`src/sv/zsrle_pkg.sv`:
```
package zsrle_pkg;

  localparam logic [7:0] CHAR_ZERO  = 8'h30;
  localparam logic [7:0] CHAR_SPACE = 8'h20;
  localparam logic [7:0] MARK_ZERO  = 8'h23;
  localparam logic [7:0] MARK_SPACE = 8'h24;
  localparam logic [7:0] CHUNK_MAX  = 8'd255;
  localparam logic [7:0] SHORT_MAX  = 8'd2;
  localparam logic [7:0] NEWLINE    = 8'd10;

  localparam logic [1:0] KIND_NONE  = 2'd0;
  localparam logic [1:0] KIND_ZERO  = 2'd1;
  localparam logic [1:0] KIND_SPACE = 2'd2;

  localparam int CMD_DEPTH = 2;

  typedef struct packed {
    logic [1:0]      len;
    logic [2:0][7:0] data;
  } cmd_t;

endpackage

```
`src/sv/zsrle_front.sv`:
```
module zsrle_front import zsrle_pkg::*; (
  input  logic       clk,
  input  logic       rst,
  input  logic       accept,
  input  logic [7:0] in_byte,
  input  logic       line_end,
  output logic       cmd_valid,
  output cmd_t       cmd
);

  logic [1:0] run_kind;
  logic [7:0] run_count;
  logic       run_already_chunked;
  logic [1:0] run_kind_next;
  logic [7:0] run_count_next;
  logic       run_already_chunked_next;

  logic [1:0] kind_in;
  logic       run_open;
  logic [7:0] run_char;
  logic [7:0] run_mark;
  logic [1:0] fn;
  logic [7:0] fb0;
  logic [7:0] fb1;

  always_comb begin
    if (in_byte == CHAR_ZERO) begin
      kind_in = KIND_ZERO;
    end else if (in_byte == CHAR_SPACE) begin
      kind_in = KIND_SPACE;
    end else begin
      kind_in = KIND_NONE;
    end
    run_open = (run_kind == KIND_ZERO) || (run_kind == KIND_SPACE);
    run_char = (run_kind == KIND_ZERO) ? CHAR_ZERO : CHAR_SPACE;
    run_mark = (run_kind == KIND_ZERO) ? MARK_ZERO : MARK_SPACE;
    fn  = 2'd0;
    fb0 = run_char;
    fb1 = run_char;
    if (run_open && run_count != 8'd0) begin
      if (!run_already_chunked && run_count <= SHORT_MAX) begin
        fn = run_count[1:0];
      end else begin
        fb0 = run_mark;
        fb1 = run_count;
        fn  = 2'd2;
      end
    end
  end

  always_comb begin
    cmd.data = '0;
    cmd.len  = 2'd0;
    run_kind_next            = KIND_NONE;
    run_count_next           = 8'd0;
    run_already_chunked_next = 1'b0;
    if (line_end) begin
      cmd.data[0]  = fb0;
      cmd.data[1]  = fb1;
      cmd.data[fn] = NEWLINE;
      cmd.len      = fn + 2'd1;
    end else if (kind_in != KIND_NONE && kind_in == run_kind) begin
      run_kind_next = run_kind;
      if (run_count == CHUNK_MAX - 8'd1) begin
        cmd.data[0] = run_mark;
        cmd.data[1] = CHUNK_MAX;
        cmd.len     = 2'd2;
        run_already_chunked_next = 1'b1;
      end else begin
        run_count_next           = run_count + 8'd1;
        run_already_chunked_next = run_already_chunked;
      end
    end else begin
      cmd.data[0] = fb0;
      cmd.data[1] = fb1;
      if (kind_in != KIND_NONE) begin
        cmd.len        = fn;
        run_kind_next  = kind_in;
        run_count_next = 8'd1;
      end else begin
        cmd.data[fn] = in_byte;
        cmd.len      = fn + 2'd1;
      end
    end
    cmd_valid = accept && (cmd.len != 2'd0);
  end

  always_ff @(posedge clk) begin
    if (rst) begin
      run_kind            <= KIND_NONE;
      run_count           <= 8'd0;
      run_already_chunked <= 1'b0;
    end else if (accept) begin
      run_kind            <= run_kind_next;
      run_count           <= run_count_next;
      run_already_chunked <= run_already_chunked_next;
    end
  end

endmodule

```
`src/sv/zsrle_fifo.sv`:
```
module zsrle_fifo import zsrle_pkg::*; #(
  parameter int Depth = CMD_DEPTH
) (
  input  logic clk,
  input  logic rst,
  input  logic wr_en,
  input  cmd_t wr_data,
  input  logic rd_en,
  output cmd_t rd_data,
  output logic full,
  output logic empty
);

  localparam int PtrW = (Depth > 1) ? $clog2(Depth) : 1;
  localparam int CntW = $clog2(Depth + 1);
  localparam logic [PtrW-1:0] PtrLast = PtrW'(Depth - 1);
  localparam logic [CntW-1:0] CntFull = CntW'(Depth);

  cmd_t            mem [Depth];
  logic [PtrW-1:0] wr_ptr;
  logic [PtrW-1:0] rd_ptr;
  logic [CntW-1:0] count;

  assign full    = (count == CntFull);
  assign empty   = (count == '0);
  assign rd_data = mem[rd_ptr];

  always_ff @(posedge clk) begin
    if (wr_en) begin
      mem[wr_ptr] <= wr_data;
    end
  end

  always_ff @(posedge clk) begin
    if (rst) begin
      wr_ptr <= '0;
      rd_ptr <= '0;
      count  <= '0;
    end else begin
      if (wr_en) begin
        wr_ptr <= (wr_ptr == PtrLast) ? '0 : wr_ptr + PtrW'(1);
      end
      if (rd_en) begin
        rd_ptr <= (rd_ptr == PtrLast) ? '0 : rd_ptr + PtrW'(1);
      end
      if (wr_en && !rd_en) begin
        count <= count + CntW'(1);
      end else if (rd_en && !wr_en) begin
        count <= count - CntW'(1);
      end
    end
  end

endmodule

```
`src/sv/zsrle_back.sv`:
```
module zsrle_back import zsrle_pkg::*; (
  input  logic       clk,
  input  logic       rst,
  input  cmd_t       head,
  input  logic       head_valid,
  input  logic       pop,
  output logic       head_done,
  output logic [7:0] out_byte,
  output logic       last
);

  logic [1:0] idx;
  logic       take;

  assign out_byte  = head.data[idx];
  assign last      = (idx == head.len - 2'd1);
  assign take      = pop && head_valid;
  assign head_done = take && last;

  always_ff @(posedge clk) begin
    if (rst) begin
      idx <= 2'd0;
    end else if (take) begin
      idx <= last ? 2'd0 : idx + 2'd1;
    end
  end

endmodule

```
`src/sv/zero_space_run_length_encoder_core.sv`:
```
// A request accepted at a clock edge puts its results in the command queue; if the queue
// was empty, its first result is on the result ports right after that edge.
// Throughput: one request per cycle while the queue is not full and each causes at most
// one result (a request causes up to three); results leave one byte per cycle while pop
// is held. The command queue between front and back sets how far requests run ahead.
// Reset (rst, synchronous, active high) closes any open run and empties the queue.
module zero_space_run_length_encoder_core import zsrle_pkg::*; #(
  parameter int CmdDepth = CMD_DEPTH
) (
  input  logic       clk,
  input  logic       rst,
  input  logic       push,
  output logic       full,
  input  logic [7:0] in_byte,
  input  logic       line_end,
  output logic       empty,
  input  logic       pop,
  output logic [7:0] out_byte,
  output logic       last
);

  logic accept;
  logic cmd_valid;
  cmd_t cmd;
  cmd_t head;
  logic q_empty;
  logic head_done;

  assign accept = push && !full;
  assign empty  = q_empty;

  zsrle_front u_front (
    .clk       (clk),
    .rst       (rst),
    .accept    (accept),
    .in_byte   (in_byte),
    .line_end  (line_end),
    .cmd_valid (cmd_valid),
    .cmd       (cmd)
  );

  zsrle_fifo #(
    .Depth (CmdDepth)
  ) u_fifo (
    .clk     (clk),
    .rst     (rst),
    .wr_en   (cmd_valid),
    .wr_data (cmd),
    .rd_en   (head_done),
    .rd_data (head),
    .full    (full),
    .empty   (q_empty)
  );

  zsrle_back u_back (
    .clk        (clk),
    .rst        (rst),
    .head       (head),
    .head_valid (!q_empty),
    .pop        (pop),
    .head_done  (head_done),
    .out_byte   (out_byte),
    .last       (last)
  );

endmodule

```
`config.mk`:
```
export PLATFORM = sky130hd
export DESIGN_NAME = zero_space_run_length_encoder_core
export DESIGN_NICKNAME = d
export VERILOG_FILES = /design/src/sv/zsrle_pkg.sv /design/src/sv/zsrle_front.sv /design/src/sv/zsrle_fifo.sv /design/src/sv/zsrle_back.sv /design/src/sv/zero_space_run_length_encoder_core.sv
export SDC_FILE = /design/constraint.sdc
export NUM_CORES = 1
export LEC_CHECK = 0
export BUFFER_PORTS_ARGS = -buffer_cell sky130_fd_sc_hd__buf_2
export CELL_PAD_IN_SITES_DETAIL_PLACEMENT = 0
export CELL_PAD_IN_SITES_GLOBAL_PLACEMENT = 2
export CORE_MARGIN = 2
export CORE_UTILIZATION = 37
export DETAILED_ROUTE_END_ITERATION = 10
export PLACE_DENSITY_LB_ADDON = 0.1
export RECOVER_POWER = 100
export REMOVE_ABC_BUFFERS = 1
export SLEW_MARGIN = 0
export SYNTH_ARGS = -nofsm -noshare
export SYNTH_HDL_FRONTEND = slang
export SYNTH_HIERARCHICAL = 1
export SYNTH_SLANG_ARGS = --single-unit
export TNS_END_PERCENT = 20
```
`constraint.sdc`:
```
create_clock -name clk -period 3.85 [get_ports clk]
set_clock_uncertainty 0.15 [all_clocks]
set_input_delay 0.77 -clock clk [delete_from_list [all_inputs] [get_ports clk]]
set_output_delay 0.77 -clock clk [all_outputs]
set_load 0.005 [all_outputs]
```
; ---- Word level (Yosys, flattened, before mapping)
; Memory sizes are Yosys's and may differ from the RTL's. A register that Yosys moved wholly into a read port is not among the register bits.
; Index checks and enable logic that the tools add are counted.
[classes]
addsub = 8
order_cmp = 4
eq_ne = 10
n_mux = 42
n_bitwise = 3
n_reduce_logical = 23
[op_table]
columns = op, count
row1 = two-way mux 8 bit, 10
row2 = two-way mux 16 bit, 2
row3 = two-way mux 2 bit, 13
row4 = two-way mux 26 bit, 1
row5 = bitwise mux 24 bit, 1
row6 = two-way mux 24 bit, 1
row7 = AND 12 x 18 -> 18 bit, 1
row8 = inverter 18 bit, 1
row9 = binary-select mux 8 bit (select 2 bit), 1
row10 = demux 8 bit (select 2 bit), 1
row11 = "equality test 8 x 6 -> 1 bit, second input constant", 2
row12 = logical AND 1 bit, 10
row13 = two-way mux 1 bit, 10
row14 = "adder 8 x 1 -> 8 bit, second input constant", 1
row15 = "equality test 8 bit, second input constant", 1
row16 = "less-or-equal comparator 8 x 2 -> 1 bit, second input constant", 1
row17 = nonzero test 8 bit, 1
row18 = "adder 2 x 1 -> 2 bit, second input constant", 3
row19 = "less-than comparator 2 x 3 -> 1 bit, second input constant", 2
row20 = OR 4 x 6 -> 6 bit, 1
row21 = nonzero test 2 bit, 3
row22 = zero test 1 bit, 5
row23 = two-way mux 5 bit, 1
row24 = equality test 2 bit, 2
row25 = 11 further kinds, 15
[totals]
ff_bits = 17
mem_bits_rw = 52
out_inout_bits = 11
word_cells = 98
mem_count = 1
[memory_table]
columns = memory, depth, word_bits, rd, rd_clocked_by_memory_dff, wr, line
row1 = u_fifo.mem, 2, 26, 1, 1, 1, zsrle_fifo.sv:19  ; cmd_t mem [Depth];

; ---- Depth between registers and ports, before layout
; Gate-level depths: netlist of the first run.
[depth]
word_depth = 18
ltp_mapped = 13
ltp_nobuf = 13

; ---- Modules after synthesis
; Netlist of the first run, hierarchy kept.
[by_module_without_submodules]
columns = module, n_inst, cells_each, area_per_inst_um2, seq_area_each_um2
row1 = zsrle_fifo, 1, 103, 2082.0, 1661.6
row2 = zsrle_front, 1, 179, 1231.2, 220.2
row3 = zsrle_back, 1, 43, 304.0, 40.0
row4 = zero_space_run_length_encoder_core, 1, 2, 17.5, 0.0

; ---- Worst setup path after synthesis of the first run
; OpenSTA, ideal clock, no wires.
[synth_timing]
path_kind = in2reg
startpoint = input port in_byte[2]
endpoint = memory u_fifo/mem[0][0] in the netlist's numbering (enable)
arrival_time_ns = 3.430
t_required_ns = 3.288
slack_ns = -0.142
cell_stages = 7
path_buffers = 1
path_cell_list = or4_4 nor3_1 buf_2 nand2_1 mux2i_1 o21a_1 nor2b_1
[synth_lines]
columns = element, line
row1 = start: declaration, zero_space_run_length_encoder_core.sv:14  ; input logic [7:0] in_byte,
row2 = end: declaration, zsrle_fifo.sv:19

==> run summary, run 1 <==
• worst-skew pair later-pin latency: 0.34 ns
• arrival time at the worst endpoint: 3.32 ns
• Setup crit start kind: primary input
• commonest register cell after synthesis: edfxtp_1
• Clock Tree Buf Depth: 2
• Wirelength per Cell: 17.5 µm
• number of buffers inserted by hold repair at cts: 0
• H-tree Lvls: 3
• Layout fillers: 989
• number of vias in the routed layout: 2526
• end-of-flow core utilization: 0.424
• area after detailed placement: 0.00389 mm²
• final-layout setup total negative slack: 0 ns
• commonest non-fill, non-tap cell in the layout: edfxtp_1
• Max Clk Rate: 0.288 GHz
• fraction of registers with async set or reset after synthesis: 0
• Num Clock Sinks: 70
• max-cap viol count: 0
• total CTS buffers: 9
• via count of the first global-routing pass: 2469
• violation count after the first detailed-route iteration: 135
• Resized Gates After CTS: 0
• number of enable flip-flop cells after synthesis: 52
• actual transition at the worst max-transition pin: 0.816 ns
• mean instance size in the synthesized netlist: 11.1 µm²
• antenna-violating nets left: 0
• Detail Placement HPWL: 6130 µm
• Yosys top cell by area: edfxtp_1
• cells after synthesis: 327
• cell types occupying the most area after synthesis: edfxtp_1 43%, dfxtp_1 9.9%, mux2_2 8.1%, nand2_1 3.6%, ha_1 2.8%
• proportion of netlist area held by the largest area contributor: 0.430
• maximum number of pins on one net before global-route repair: 27
• number of antenna violations at the first check in global routing: 0
• total routing resource utilization after global routing: 0.179
• DIE HEIGHT: 103 µm
• Finish-stage setup viols: 0
• Die Wd: 103 µm
• setup slack after placement: 0.425 ns
• final net count: 375
• standard cell core area: 0.00964 mm²
• Cell Pwr Density: 519 mW/mm²
• length of routed met2 wiring: 4010 µm
• outcome: finished, final reports clean
• sequential fraction of the synthesis area: 0.529
• crit path setup slack, layout: 0.379 ns
• clock tree from TritonCTS: done
• Top Metal Used: met4
• number of pins exceeding their max-slew limit in the final report: 0
• effective utilization at floorplan: 0.377
• Syn Std Cell Area: 0.00363 mm²
• Placer Congestion: 0.813
• Worst slew margin: 0.455
• share of post-route cells with drive strength above 1: 0.192
• clock slew seen by the registers of the worst setup and hold paths: 0.08 ns
• post-layout min period: 3.47 ns
• remaining global-route overflow: 0
• DRT Pass-1 Iters: 4
• Root Driver: clkbuf_8
• met3 wire length: 276 µm
• DR vias/cell: 5.13
• Max Fanout on Critical Path: 26
• worst vdd rail ir drop: 0.191 mV
• number of synthesized register bits: 70
• io pins: 24
• most frequent cells in the layout: 52 x edfxtp_1, 35 x nand2_1, 27 x nor2_1, 25 x mux2_2, 19 x o21ai_0
• total leakage power: 1.43 nW
• Met1 Wirelength: 4190 µm
• synth unique cells: 58
• Routed Wire Length: 8600 µm
• crit path kind: primary input to flop
• Yosys Warn Count: 6
• count of buffers added by post-CTS timing repair for setup: 0
• Overall Power: 2.12 mW
• worst min-delay path class: flop to flop
• final std cell area, no fill: 0.00409 mm²
• ant diodes: 0
• number of cell rows: 36
• die outline area: 0.0106 mm²
• final hold violation count: 0
• global-route wire length before repair: 13700 µm
• area added between synthesis and finish: 12.5%
• port buffer count: 23
• data required time of the worst path: 3.70 ns
• critical path endpoint category: flop
• number of remaining DRC errors: 0
• unrepaired setup endpoints after global routing: no
• post-route clock period utilization: 0.902
==> state kept, by name, indices dropped and copies added (netlist names), named ones only <==
| name | cells |
|---|---|
| u_back/idx | 2 |
| u_fifo/rd_ptr | 1 |
| u_front/run_kind | 2 |
| u_front/run_already_chunked | 1 |
| u_front/run_count | 8 |
| u_fifo/wr_ptr | 1 |
| u_fifo/mem | 52 |
| u_fifo/count | 2 |
==> report_power, final <==
part / internal (mW) / total (mW) / switching, mW / leakage (nW)
Combinational: 0.198 / 0.423 / 0.225 / 0.678
Sequential: 0.928 / 0.973 / 0.0451 / 0.630
Clock: 0.434 / 0.725 / 0.291 / 0.124
Total: 1.56 / 2.12 / 0.561 / 1.43
==> metrics by stage <==
step / cells / hold slack [ns]
floorplan: 315 / 0.301
global placement: 476 / 0.326
detailed placement: 476 / 0.347
CTS: 492 / 0.359
global route: 492 / 0.386
finish: 492 / 0.359
==> per-layer routing <==
metal	global-route usage	vias to the layer above
met3	0.0285	10
met4	0.0810	0
met5	0	-
li1	-	1238
met1	0.243	1230
met2	0.282	48
==> worst max-delay path: stages <==
cell and delay, ns:
clkbuf_1 0.12, or4_1 0.62, nor3_1 0.21, clkbuf_1 0.42
nand2_1 0.14, mux2i_1 0.25, o21a_1 0.24, nor2b_1 0.14
clkbuf_4 0.40
==> synthesized netlist by cell type, drive strengths merged, types with 2 or more instances <==
library cell  instances
a21oi                16
or2                   2
o21bai                3
inv                  16
nor2b                 8
mux2i                10
or3                   2
a31oi                 2
nor3                  4
nand2b                2
o21ai                19
nand3b                4
or3b                  2
nand3                 6
nand4                 4
nand2                35
nor2                 27
xnor2                 5
ha                    8
clkbuf                5
a22o                  2
mux2                 26
edfxtp               52
dfxtp                18
a2bb2oi               2
and2                  6
xor2                  6
nor3b                 2
o21a                  4
buf                   7
a41oi                 3
and3                  5
==> area by class of cell <==
type | count | area [µm²] | share of cell area
inverter | 16 | 60.1 | 0.0147
multi-input combinational | 229 | 1560 | 0.381
sequential | 70 | 1920 | 0.470
clock inverter | 7 | 121 | 0.0297
timing repair buffer | 28 | 136 | 0.0334
tap | 133 | 166 | 0.0407
clock buffer | 9 | 124 | 0.0303
==> worst paths after layout <==
| kind | endpoint | depth (start not counted) | slack [ns] | from |
|---|---|---|---|---|
| min reg2reg | u_fifo/count[1]$_SDFFE_PP0P_ | 2 | 0.36 | u_fifo/count[1]$_SDFFE_PP0P_ |
| min | u_fifo/count[1]$_SDFFE_PP0P_ | 2 | 0.36 | u_fifo/count[1]$_SDFFE_PP0P_ |
| max | u_fifo/mem[0][7]$_DFFE_PP_ | 9 | 0.38 | in_byte[2] |
| max reg2reg | u_fifo/mem[0][7]$_DFFE_PP_ | 11 | 0.53 | u_front/run_count[0]$_SDFFE_PP0P_ |
==> logic make-up after synthesis <==
logic type,after synthesis,share of synthesized area
DFF,70,0.529
buffers and inverters,28,0.0341
AOI/OAI and AO/OA,60,0.106
and+or+nand+nor,114,0.169
muxes,36,0.108
adders and majority gates,8,0.0275
xor gates and xnor gates,11,0.0265
No activity file was read; power rests on OpenSTA's default activity.
==> run 2, diff against run 1 <==
--- a/config.mk
+++ b/config.mk
@@ -8,6 +8,7 @@
 export BUFFER_PORTS_ARGS = -buffer_cell sky130_fd_sc_hd__buf_2
 export CELL_PAD_IN_SITES_DETAIL_PLACEMENT = 0
 export CELL_PAD_IN_SITES_GLOBAL_PLACEMENT = 2
+export CORE_ASPECT_RATIO = 0.6
 export CORE_MARGIN = 2
 export CORE_UTILIZATION = 37
 export DETAILED_ROUTE_END_ITERATION = 10
==> run 2 against run 1 <==
Net effect: maximum frequency rose by 0.83%; register-to-register slack barely moved; clock power rose by 23%; design area rose by 2.0%; count of clock-buffer cells in the layout rose by 1; sequential share of layout area fell by 0.92 points; critical endpoint is now u_fifo/mem[0][10]$_DFFE_PP_; largest power group unchanged; setup slack improved by 0.029 ns; via count rose by 1.5%; combinational power rose by 3%; core utilization rose by 2.1 points.
==> run summary, run 2 (synthesis results as in run 1) <==
• effective utilization at floorplan: 0.388
• number of cell rows: 27
• worst min-delay path class: flop to flop
• most frequent cells in the layout: 52 x edfxtp_1, 35 x nand2_1, 27 x nor2_1, 25 x mux2_2
• flop2flop setup slack: 0.54 ns
• max-cap viol count: 0
• most frequent CP cell: clkbuf_1
• Root Driver: clkbuf_16
• Regs by FF count: u_fifo/mem (52), u_front/run_count (8)
• worst vdd rail ir drop: 0.278 mV
• data required time of the worst path: 3.69 ns
• number of buffers inserted by hold repair at cts: 0
• Overall Power: 2.30 mW
• clock slew seen by the registers of the worst setup and hold paths: 0.06 ns
• Die Wd: 132 µm
• unrepaired setup endpoints after global routing: no
• Cell Pwr Density: 552 mW/mm²
• remaining global-route overflow: 0
• crit path kind: primary input to flop
• ant diodes: 0
• die outline area: 0.0107 mm²
• clock tree from TritonCTS: done
• H-tree Lvls: 3
• Detail Placement HPWL: 6760 µm
• delay of the slowest critical-path stage: 0.62 ns
• Max Fanout on Critical Path: 26
• port buffer count: 23
• CP cell instances: clkbuf_1 -> or4_1 -> nor3_1 -> clkbuf_1 -> nand2_1 -> mux2i_1 -> o21a_1 -> nor2b_1 -> clkbuf_4
• hold_ws: 0.347 ns
• Placed Cells: 474
• worst-skew pair later-pin latency: 0.33 ns
• DIE HEIGHT: 80.8 µm
• via count of the first global-routing pass: 2508
• final hold violation count: 0
• register with the most flip-flops: u_fifo/mem
• Clock Tree Buf Depth: 2
• Placer Congestion: 0.919
• Routed Wire Length: 9190 µm
• global-route wire length before repair: 14500 µm
• number of vias in the routed layout: 2564
• arrival time at the worst endpoint: 3.28 ns
• outcome: finished, final reports clean
• io pins: 24
• number of remaining DRC errors: 0
• fin cells: 490
• Wirelength per Cell: 18.8 µm
• share of post-route cells with drive strength above 1: 0.189
• total leakage power: 1.47 nW
• Worst slew margin: 0.477
• number of antenna violations at the first check in global routing: 0
• total CTS buffers: 9
• post-layout min period: 3.44 ns
• Bufs and invs on worst path: 3
• cell at the slowest stage of the critical path: or4_1
• violation count after the first detailed-route iteration: 204
• Setup crit start kind: primary input
• critical path endpoint category: flop
• area added between synthesis and finish: 14.7%
• DRT Pass-1 Iters: 4
• Resized Gates After CTS: 0
• end-of-flow core utilization: 0.446
• max reg flops: 52
• count of buffers added by post-CTS timing repair for setup: 0
• number of pins exceeding their max-slew limit in the final report: 0
• Max Clk Rate: 0.290 GHz
• DR vias/cell: 5.23
• final net count: 376
• maximum number of pins on one net before global-route repair: 27
• antenna-violating nets left: 0
• standard cell core area: 0.00936 mm²
• total routing resource utilization after global routing: 0.186
• Finish-stage setup viols: 0
• post-route clock period utilization: 0.894
• largest delay contributor family on the critical path: simple AND/OR/NAND/NOR gates
• commonest non-fill, non-tap cell in the layout: edfxtp_1
• actual transition at the worst max-transition pin: 0.783 ns
• Num Clock Sinks: 70
[run 2: cell count changes in the layout (fill, tap and decap cells not counted), moves of 2 or more]
cell       delta
clkbuf_16     +9
clkbuf_8      -9
and2_0        +2
buf_4         +2
[run 2: layer usage]
metal / vias up / share of wire / global-route usage / routed length, µm
li1: 1249 / - / - / -
met1: 1243 / 0.55 / 0.279 / 5020
met2: 58 / 0.40 / 0.264 / 3660
met3: 14 / 0.045 / 0.0499 / 415
met4: 0 / 0.011 / 0.0457 / 101
met5: - / 0 / 0 / 0
[run 2: tightest hold or removal path: cells and delay by family (launching register included)]
| family | cells | cell delay (ns) |
|---|---|---|
| flops | 1 | 0.33 |
| simple gates | 1 | 0.07 |
| compound gates | 1 | 0.05 |
[run 2: report_power, final]
part           switching (mW)  leakage [nW]  internal [mW]
clock                   0.318         0.153          0.571
combinational           0.236         0.685          0.201
sequential             0.0448         0.630          0.930
total                   0.599          1.47           1.70
[run 2: cell type report]
cell class | count | area [µm²]
Clock buffer | 10 | 229
Multi-Input combinational cell | 229 | 1560
Sequential cell | 70 | 1920
Clock inverter | 6 | 93.8
Fill cell | 931 | 5190
Inverter | 16 | 60.1
Timing Repair Buffer | 29 | 148
Tap cell | 130 | 163
[run 2: metrics by stage]
stage          worst slack (ns)  setup TNS, ns  area (µm²)
2_1_floorplan            -0.498         -12.95        3570
3_3_place_gp              0.486              0        3900
3_5_place_dp              0.462              0        3900
4_1_cts                   0.585              0        4220
5_1_grt                   0.125              0        4170
6_report                  0.408              0        4170
[run 2: path summary, 6_finish.rpt]
kind,startpoint,to,cells after the start
max,in_byte[2],u_fifo/mem[0][10]$_DFFE_PP_,9
min,u_front/run_kind[1]$_SDFFE_PP0P_,u_front/run_kind[1]$_SDFFE_PP0P_,2
min reg2reg,u_front/run_kind[1]$_SDFFE_PP0P_,u_front/run_kind[1]$_SDFFE_PP0P_,2
max reg2reg,u_front/run_count[1]$_SDFFE_PP0P_,u_fifo/mem[0][10]$_DFFE_PP_,11
==> run 3, diff against run 2 <==
--- a/config.mk
+++ b/config.mk
@@ -12,7 +12,7 @@
 export CORE_MARGIN = 2
 export CORE_UTILIZATION = 37
 export DETAILED_ROUTE_END_ITERATION = 10
-export PLACE_DENSITY_LB_ADDON = 0.1
+export PLACE_DENSITY = 0.83
 export RECOVER_POWER = 100
 export REMOVE_ABC_BUFFERS = 1
 export SLEW_MARGIN = 0
==> run 3 against run 2 <==
Net effect: first-iteration DRC count rose by 20%; register-to-register slack barely moved; global-route usage fell by 0.70 points; sequential share of layout area rose by 0.33 points; critical path type unchanged.
==> run summary, run 3 (synthesis results as in run 1) <==
• global-route wire length before repair: 14000 µm
• data required time of the worst path: 3.69 ns
• Cell Pwr Density: 537 mW/mm²
• Reg-to-Reg End: u_fifo/mem[1][7]$_DFFE_PP_
• worst vdd rail ir drop: 0.430 mV
• io pins: 24
• violation count after the first detailed-route iteration: 245
• Worst slew margin: 0.476
• effective utilization at floorplan: 0.388
• DR vias/cell: 5.28
• unrepaired setup endpoints after global routing: no
• Setup crit start kind: primary input
• post-layout min period: 3.50 ns
• Regs by FF count: u_fifo/mem (52), u_front/run_count (8)
• share of post-route cells with drive strength above 1: 0.189
• register with the most flip-flops: u_fifo/mem
• number of vias in the routed layout: 2582
• worst-skew pair later-pin latency: 0.33 ns
• instance count along the most critical hold path: 2
• post-route clock period utilization: 0.910
• remaining global-route overflow: 0
• Detail Placement HPWL: 6550 µm
• hold_ws: 0.342 ns
• number of antenna violations at the first check in global routing: 0
• number of pins exceeding their max-slew limit in the final report: 0
• Finish-stage setup viols: 0
• port buffer count: 23
• DIE HEIGHT: 80.8 µm
• Overall Power: 2.22 mW
• Worst Hold Launch: u_front/run_kind[1]$_SDFFE_PP0P_
• area of the multi-input gates: 0.00156 mm²
• Placer Congestion: 0.986
• final net count: 375
• number of buffers inserted by hold repair at cts: 0
• crit path kind: primary input to flop
• Placed Cells: 473
• Clock Tree Buf Depth: 2
• commonest non-fill, non-tap cell in the layout: edfxtp_1
• WHS Endpoint: u_front/run_kind[1]$_SDFFE_PP0P_
• clock slew seen by the registers of the worst setup and hold paths: 0.06 ns
• worst min-delay path class: flop to flop
• antenna-violating nets left: 0
• total leakage power: 1.46 nW
• standard cell core area: 0.00936 mm²
• Wirelength per Cell: 18.3 µm
• die outline area: 0.0107 mm²
• DRT Pass-1 Iters: 4
• Max Fanout on Critical Path: 26
• Routed Wire Length: 8970 µm
• Resized Gates After CTS: 0
• Layout fillers: 908
• max reg flops: 52
• arrival time at the worst endpoint: 3.34 ns
• start of the worst register-to-register path: u_front/run_count[0]$_SDFFE_PP0P_
• number of cell rows: 27
• area added between synthesis and finish: 13.9%
• Die Wd: 132 µm
• fin cells: 489
• total CTS buffers: 9
• H-tree Lvls: 3
• maximum number of pins on one net before global-route repair: 27
• Seq. cell area: 0.00192 mm²
• most frequent cells in the layout: 52 x edfxtp_1, 35 x nand2_1, 27 x nor2_1, 25 x mux2_2
• clock tree from TritonCTS: done
• actual transition at the worst max-transition pin: 0.784 ns
• ant diodes: 0
• Max Clk Rate: 0.285 GHz
• total routing resource utilization after global routing: 0.179
• via count of the first global-routing pass: 2447
• number of remaining DRC errors: 0
• critical path endpoint category: flop
• Num Clock Sinks: 70
• max-cap viol count: 0
• count of buffers added by post-CTS timing repair for setup: 0
• final hold violation count: 0
• flop2flop setup slack: 0.54 ns
• number of cells traversed by the worst register-to-register path: 11
• Root Driver: clkbuf_16
• outcome: finished, final reports clean
## run 3: cell count changes in the layout (fill, tap and decap cells not counted)
cell	delta
clkinv_2	+2
inv_6	-1
bufinv_16	-1
clkinv_4	+2
clkinvlp_4	-1
clkbuf_1	-1
clkbuf_4	-1
## run 3: cell type report
class | instances | area share
Sequential cell | 70 | 0.464
Multi-Input combinational cell | 229 | 0.376
Clock buffer | 9 | 0.0544
Tap cell | 130 | 0.0393
Timing Repair Buffer | 28 | 0.0338
Clock inverter | 7 | 0.0181
Inverter | 16 | 0.0145
## run 3: through the flow
step / cell area (µm²) / utilization / setup TNS (ns) / setup slack [ns]
after global placement: 3890 / 0.416 / 0 / 0.503
after floorplan: 3570 / - / -12.95 / -0.498
after detailed placement: 3890 / 0.416 / 0 / 0.414
after CTS: 4190 / 0.448 / 0 / 0.601
after global routing: 4140 / 0.442 / 0 / 0.182
final: 4140 / 0.442 / 0 / 0.347
## run 3: power by group
part	internal (mW)	leakage (nW)	switching (mW)
registers	0.929	0.630	0.0451
clock network	0.503	0.149	0.316
logic	0.201	0.680	0.228
## run 3: critical path, cell delays in order
cell and delay [ns]:
clkbuf_1 0.11, or4_1 0.60, nor3_1 0.21, clkbuf_1 0.45, nand2_1 0.16, mux2i_1 0.26, o21a_1 0.24, and2_0 0.14
clkbuf_4 0.38
## run 3: worst max-delay path by stage
stage | start | endpoint | cells past startpoint
global route | in_byte[2] | u_fifo/mem[1][1]$_DFFE_PP_ | 9
global placement | in_byte[2] | u_fifo/mem[0][6]$_DFFE_PP_ | 9
CTS | u_front/run_count[0]$_SDFFE_PP0P_ | u_fifo/mem[0][17]$_DFFE_PP_ | 11
floorplan | in_byte[2] | u_fifo/mem[0][0]$_DFFE_PP_ | 6
detailed placement | in_byte[2] | u_fifo/mem[0][14]$_DFFE_PP_ | 9
finish | in_byte[2] | u_fifo/mem[1][7]$_DFFE_PP_ | 9
## run 3: layer usage
layer | part of all wire | routed length, µm | global-route usage | up-vias
li1 | - | - | - | 1240
met1 | 0.49 | 4420 | 0.256 | 1230
met2 | 0.42 | 3800 | 0.268 | 104
met3 | 0.078 | 700 | 0.0506 | 8
met4 | 0.0052 | 47 | 0.0467 | 0
met5 | 0 | 0 | 0 | -
